### config.mk
export PLATFORM = sky130hd
export DESIGN_NAME = rvme_regfile
export DESIGN_NICKNAME = d
export VERILOG_FILES = /design/src/hw/rtl/rvme_pkg.sv /design/src/hw/rtl/rvme_regfile.sv
export SDC_FILE = /design/constraint.sdc
export NUM_CORES = 1
export LEC_CHECK = 0
export BUFFER_PORTS_ARGS = -buffer_cell sky130_fd_sc_hd__buf_2
export CORE_AREA = 4 4 428 430
export DETAILED_ROUTE_END_ITERATION = 7
export DIE_AREA = 0 0 432 434
export GPL_ROUTABILITY_DRIVEN = 0
export PLACE_DENSITY = 0.45
export SYNTH_ARGS = -nofsm -noshare
export SYNTH_HDL_FRONTEND = slang
export SYNTH_SLANG_ARGS = --single-unit
### constraint.sdc
create_clock -name clk -period 4.7 [get_ports clk]
set_input_delay 0.235 -clock clk [delete_from_list [all_inputs] [get_ports clk]]
set_output_delay 0.235 -clock clk [all_outputs]
set_load 0.01 [all_outputs]
### src/hw/rtl/rvme_pkg.sv
`timescale 1ns / 1ps
// ----------------------------------------------------------------------------
// rvme_pkg: shared types and constants for the mini execute unit
// Word formats of both channels, operation codes and the internal port
// structs between the top level, the register file and the data memory.
// ----------------------------------------------------------------------------
package rvme_pkg;

  localparam int XLEN          = 32;
  localparam int RF_DEPTH      = 32;
  localparam int RIDX_W        = 5;
  localparam int MEM_WORDS_DEF = 1024;

  typedef enum logic [1:0] {
    OP_ADD  = 2'd0,
    OP_ADDI = 2'd1,
    OP_LW   = 2'd2,
    OP_SW   = 2'd3
  } op_t;

  typedef struct packed {
    logic [1:0]              opcode;
    logic [RIDX_W-1:0]       first_reg;
    logic [RIDX_W-1:0]       second_reg;
    logic [RIDX_W-1:0]       third_reg;
    logic signed [XLEN-1:0]  immediate;
  } in_word_t;

  typedef struct packed {
    logic signed [XLEN-1:0]  result_value;
    logic signed [XLEN-1:0]  mem_address;
    logic                    did_store;
  } out_word_t;

  typedef struct packed {
    logic              vld;
    logic [RIDX_W-1:0] idx;
    logic [XLEN-1:0]   data;
  } rf_wr_t;

  typedef struct packed {
    logic            rd_en;
    logic            wr_en;
    logic [XLEN-1:0] wdata;
  } dm_req_t;

endpackage

### src/hw/rtl/rvme_regfile.sv
`timescale 1ns / 1ps
// ----------------------------------------------------------------------------
// rvme_regfile: 32 x 32 register file
// One write port and two registered read ports. A read that meets a write
// at the same edge returns the new data. An entry never written reads as
// its own index.
// ----------------------------------------------------------------------------
module rvme_regfile
  import rvme_pkg::*;
(
  input  logic              clk,
  input  logic              rst_n,
  input  logic [RIDX_W-1:0] ra_a,
  input  logic [RIDX_W-1:0] ra_b,
  input  rf_wr_t            wr,
  output logic [XLEN-1:0]   rd_a,
  output logic [XLEN-1:0]   rd_b
);

  logic [XLEN-1:0]     mem [RF_DEPTH];
  logic [RF_DEPTH-1:0] wrt_r;
  logic [XLEN-1:0]     q_a_r;
  logic [XLEN-1:0]     q_b_r;
  logic [XLEN-1:0]     byp_r;
  logic                hit_a_r;
  logic                hit_b_r;
  logic                wrt_a_r;
  logic                wrt_b_r;
  logic [RIDX_W-1:0]   idx_a_r;
  logic [RIDX_W-1:0]   idx_b_r;

  always_ff @(posedge clk) begin
    if (wr.vld) begin
      mem[wr.idx] <= wr.data;
    end
    q_a_r <= mem[ra_a];
    q_b_r <= mem[ra_b];
  end

  always_ff @(posedge clk) begin
    if (!rst_n) begin
      wrt_r <= '0;
    end else if (wr.vld) begin
      wrt_r[wr.idx] <= 1'b1;
    end
  end

  always_ff @(posedge clk) begin
    hit_a_r <= wr.vld && (wr.idx == ra_a);
    hit_b_r <= wr.vld && (wr.idx == ra_b);
    byp_r   <= wr.data;
    wrt_a_r <= wrt_r[ra_a];
    wrt_b_r <= wrt_r[ra_b];
    idx_a_r <= ra_a;
    idx_b_r <= ra_b;
  end

  assign rd_a = hit_a_r ? byp_r : (wrt_a_r ? q_a_r : XLEN'(idx_a_r));
  assign rd_b = hit_b_r ? byp_r : (wrt_b_r ? q_b_r : XLEN'(idx_b_r));

endmodule

==> results of run 1 <==
flip-flops by register name, indices dropped and copies added, names as in the netlist:
signal,count
mem,1024
q_a_r,32
hit_a_r,1
hit_b_r,1
idx_b_r,5
wrt_a_r,1
wrt_b_r,1
byp_r,32
q_b_r,32
wrt_r,32
idx_a_r,5
Yosys cell counts:
cell         n  area [sq um]
and2_1       2          12.5
nor2_4       1          11.3
or3b_1       3          26.3
clkbuf_4     7          52.6
nor2b_1      6          37.5
nor3_1      66           330
o21a_1      32           240
buf_6       57           642
nor2_1      34           128
buf_1        4          15.0
a21oi_1    198           991
a22o_1     184          1610
nand2b_1     4          25.0
o21ai_0     12          60.1
nor4_1       2          12.5
xnor2_1      2          17.5
nand2_1    215           807
or3_1        1          6.26
buf_4       46           345
mux2i_1   1066         10700
nand3_1    200          1000
a31oi_1     66           413
dfxtp_1    142          2840
edfxtp_1  1024         30700
and3_1       2          12.5
xor2_1       8          70.1
buf_2      111           556
clkbuf_1    66           248
nand3b_1     5          37.5
a22oi_1    198          1490
or2_1        2          12.5
through the flow:
step | area, sq um | hold WS, ns | setup WS, ns
global route | 61800 | 0.0714 | 1.09
floorplan | 53500 | 0.263 | 1.93
finish | 61900 | 0.0661 | 1.05
CTS | 61800 | 0.00819 | 1.09
detailed placement | 57000 | 0.478 | 1.66
global placement | 57000 | 0.470 | 1.66
metal layers:
layer  share of wire [%]  global-route usage (%)  routed length [um]  vias up
met4                 3.1                    6.38                5970        2
met2                  49                    34.4               94200      984
li1                    -                       -                   -    15000
met1                  44                    26.5               84600    18000
met5              0.0036                       0                   7        -
met3                 4.5                    2.74                8690      269
area by class of cell:
cell class / count / area (sq um) / share of cell area [%]
well taps: 2370 / 2970 / 4.79
multi-input cells: 2309 / 18400 / 29.7
clock inverters: 73 / 674 / 1.09
clock buffers: 175 / 3750 / 6.07
flip-flops and latches: 1166 / 33600 / 54.3
repair buffers: 281 / 2500 / 4.04
diodes: 6 / 15.0 / 0.0243
worst max-delay path, delay by kind of cell (launching register included):
family                 cells  cell delay (ns)
buffers and inverters      1             0.22
AND/OR/NAND/NOR            1             1.19
AO/OA/AOI/OAI              1             0.56
flip-flops                 1             0.62
how the worst max path moves through the flow:
stage	startpoint	end	cells past startpoint
finish	wrt_b_r$_DFF_P_	rd_b[11]	3
global route	wrt_b_r$_DFF_P_	rd_b[11]	3
CTS	wrt_b_r$_DFF_P_	rd_b[11]	3
detailed placement	wr[33]	mem[19][24]$_DFFE_PP_	4
global placement	wr[32]	mem[19][24]$_DFFE_PP_	4
floorplan	wr[36]	mem[17][0]$_DFFE_PP_	3
cell families (layout without fill, tap and decap cells):
kind of cell	Yosys count	after routing	share of synthesized area (%)
buf+inv	291	529	3.47
simple gates	543	543	4.60
other cells	0	6	0
mux	1066	1066	20.0
xor+xnor	10	10	0.164
flops	1166	1166	62.8
compound gates	690	690	8.98
report_power, final:
group          leakage (nW)  total, mW  internal, mW  switching (mW)
sequential             10.4       11.6          11.5           0.135
combinational          10.3       2.13         0.723            1.40
clock                  2.18       10.6          6.20            4.36
total                  22.9       24.3          18.4            5.90
what timing repair did:
item	4_1_cts	5_1_grt
setup endpoints to repair	0	0
setup buffers	0	0
hold buffers	45	0
hold endpoints to repair	703	0
==> impl_metrics.toml, run 1 <==
[floorplan]
die_w_um = 432
rows = 156
die_area_sq_um = 187000
core_area_sq_um = 180000
start_util_pct = 29.7
top_level_ports = 114
die_h_um = 434

[timing]
fmax_mhz = 274
post-route-period-util_pct = 77.6
setup_tns_ns = 0
rsz0062_at_grt = "false"
final-hold-violation-count = 0
slew_viol_final = 0
fin_skew_ns = 0.0283
min_period_ns = 3.65
finalSetupViolations = 0
slew_headroom_pct = 3.62
worstMarginPinSlew_ns = 1.45

[layout]
final_util_pct = 34.4
synthToLayoutAreaGrowth_pct = 15.7
num-nets-final = 3943
drive_above_1_share_pct = 12.4
final_common_cell = "mux2i_1"
final_cell_mix = "mux2i_1, edfxtp_1, nand2_1"
final-instance-count-excl-fill = 6380
fill_cells = 17400

[worst_hold_path]
min-delay-path-class = "primary input to flop"
min_to = "wrt_r[20]$_SDFFE_PN0P_"
hold_start = "rst_n"
hold_depth = 2

[routing]
wl_per_cell_um = 30.3
dr.first_iter.drc_count = 2539
vias = 34300
firstDrtPassIters = 7
detail-route-antenna-nets = 0
drt-vias-per-instance = 5.37
drt-total-wl_mm = 193
drc_errors = 0

[global_route]
grt_pass1_vias = 34600
grt_first_pass_wirelength_mm = 268
grt_max_degree = 102
overflow = 0
antenna_found_initial = 11
track_usage_pct = 20.2

[logic_synthesis]
yosysWarnings = 0
ys_ff_latch = 1166
synthCells = 3766
synth_sequential_area_ratio_pct = 62.8
yosysUniqueCellTypes = 31
synth_fp_nets = 3816
syn-cell-area_sq_um = 53500
post_synth.cell_area_avg_sq_um = 14.2

[critical_path]
worst-endpoint-arrival_ns = 3.41
crit_chain = "nor2b_4, a22o_1, buf_2"
cp-start-kind = "flop"
r2r-start = "mem[6][8]$_DFFE_PP_"
end_kind = "output pin"
crit_required_ns = 4.47
critPathKind = "flop to output pin"
cp_slowest_cell = "nor2b_4"
cpPeakStageDelay_ns = 1.19
worst-r2r-cell-count = 5
r2r_end = "q_b_r[8]$_DFF_P_"
worst-path-max-fanout = 19
r2r_setup_slack_ns = 3.03

[place]
hpwl_mm = 111
dpl.cell_count = 6081
io_buffers = 113

[power_and_ir_drop]
ir_worst_vdd_uv = 216
fin_total_pwr_mw = 24.3
powerDensity_nw_per_um2 = 393
p_leak_nw = 22.9

[clock_tree]
cts_tree = "yes"
cts_sinks = 1166
h-tree-depth = 4
cts_buffers = 135
path_clk_slew_ns = 0.06
cts_buffer_depth = 3
cts-resized-gates = 0
root_buffer = "clkbuf_16"
clock_latency_ns = 0.78

[flow_run]
drv_cap = 0

[run_status]
status = "finished, final reports clean"
Power figures use the tool's default switching activity.
==> inputs of run 2 (changes only) <==
PLACE_DENSITY = 0.46   (was 0.45)
clock period = 3 ns   (was 4.7 ns; I/O delays follow)
==> impl_metrics.toml, run 2 (synthesized netlist as in run 1, its figures left out) <==
[layout]
synthToLayoutAreaGrowth_pct = 17.6
top_register = "mem"
final-instance-count-excl-fill = 6460
num-nets-final = 4027
fill_cells = 17300
drive_above_1_share_pct = 13.8
multiInputGateArea_sq_um = 18400
design_area_sq_um = 62900
final_cell_mix = "mux2i_1, edfxtp_1, nand2_1"
seq_area_sq_um = 33600
final_common_cell = "mux2i_1"
largest_reg_flops = 1024

[place]
hpwl_mm = 113
io_buffers = 113
preCtsSetupSlack_ns = 0.705
dpl.cell_count = 6163
placed_cell_area_sq_um = 58000

[routing]
vias = 34600
detail-route-antenna-nets = 0
drt-total-wl_mm = 197
drc_errors = 0
wl_per_cell_um = 30.5
dr.first_iter.drc_count = 2708
drt-vias-per-instance = 5.36
firstDrtPassIters = 6

[clock_tree]
cts_buffer_depth = 3
cts-resized-gates = 0
h-tree-depth = 4
path_clk_slew_ns = 0.06
hold_buffers = 46
cts_setup_buffers = 0
clock_latency_ns = 0.78
cts_sinks = 1166
cts_buffers = 136
root_buffer = "clkbuf_16"
cts_tree = "yes"

[critical_path]
r2r_setup_slack_ns = 1.37
critPathKind = "flop to output pin"
worst-path-max-fanout = 11
worst-r2r-cell-count = 5
cp_slowest_cell = "nor2b_4"
crit_chain = "nor2b_4, buf_4, a22o_1, buf_2"
r2r_end = "q_b_r[14]$_DFF_P_"
cpPeakStageDelay_ns = 0.62
crit_required_ns = 2.85
r2r-start = "mem[6][14]$_DFFE_PP_"
cp-start-kind = "flop"
worst-endpoint-arrival_ns = 2.68
end_kind = "output pin"

[flow_run]
drv_cap = 0

[floorplan]
die_area_sq_um = 187000
core_area_sq_um = 180000
start_util_pct = 29.7
top_level_ports = 114
rows = 156
die_w_um = 432
die_h_um = 434

[timing]
fin_skew_ns = 0.0222
final-hold-violation-count = 0
fin_ws_ns = 0.172
min_period_ns = 2.83
setup_tns_ns = 0
rsz0062_at_grt = "false"
post-route-period-util_pct = 94.3
slew_headroom_pct = 37.4
finalSetupViolations = 0
fmax_mhz = 354
worstMarginPinSlew_ns = 0.938
slew_viol_final = 0

[run_status]
status = "finished, final reports clean"

[power_and_ir_drop]
p_leak_nw = 23.4
powerDensity_nw_per_um2 = 606
ir_worst_vdd_uv = 493

[global_route]
antenna_found_initial = 8
grt_first_pass_wirelength_mm = 274
grt_pass1_vias = 35100
track_usage_pct = 20.6
overflow = 0
grt_max_degree = 63

[worst_hold_path]
min_to = "idx_b_r[1]$_DFF_P_"
hold_depth = 3
min-delay-path-class = "primary input to flop"
hold_start = "ra_b[1]"
run 2: metal layers:
metal / track usage (%) / up-vias / part of all wire, %
li1: - / 15200 / -
met1: 27.3 / 18200 / 44
met2: 35.2 / 960 / 49
met3: 2.71 / 252 / 4.2
met4: 5.91 / 6 / 2.6
met5: 0 / - / 0.021
run 2: stage by stage:
step           power, mW  utilization (%)  hold WS [ns]
6_report            38.1             35.0        0.0882
5_1_grt             39.4             35.0        0.0541
4_1_cts             38.5             35.0        0.0238
3_5_place_dp        21.9             32.3         0.393
3_3_place_gp        21.9             32.3         0.390
2_1_floorplan       20.3                -         0.178
run 2: critical path: cells and delay by family (launching register included):
family | cells | cell delay, ns
AO/OA/AOI/OAI | 1 | 0.25
buffers and inverters | 2 | 0.52
flip-flops | 1 | 0.47
AND/OR/NAND/NOR | 1 | 0.62
run 2: worst max-delay path by stage:
| stage | startpoint | end | slack, ns | depth (start not counted) |
|---|---|---|---|---|
| 5_1_grt | wrt_a_r$_DFF_P_ | rd_a[22] | 0.12 | 4 |
| 2_1_floorplan | wr[36] | mem[18][0]$_DFFE_PP_ | 0.32 | 3 |
| 3_3_place_gp | ra_b[1] | q_b_r[16]$_DFF_P_ | 0.73 | 8 |
| 3_5_place_dp | ra_b[1] | q_b_r[16]$_DFF_P_ | 0.71 | 8 |
| 6_report | wrt_a_r$_DFF_P_ | rd_a[22] | 0.17 | 4 |
| 4_1_cts | wrt_a_r$_DFF_P_ | rd_a[22] | 0.09 | 4 |
run 2: layout make-up:
cell class | instances | share of cell area (%)
multi-input cells | 2309 | 29.2
diodes | 2 | 0.00796
well taps | 2370 | 4.72
flip-flops and latches | 1166 | 53.4
clock buffers | 196 | 6.13
repair buffers | 364 | 5.66
clock inverters | 53 | 0.838
run 2: report_power, final:
| part | switching [mW] | total (mW) | internal, mW |
|---|---|---|---|
| registers | 0.211 | 18.2 | 18.0 |
| clock network | 6.73 | 16.4 | 9.72 |
| logic | 2.22 | 3.46 | 1.24 |
| total | 9.16 | 38.1 | 28.9 |
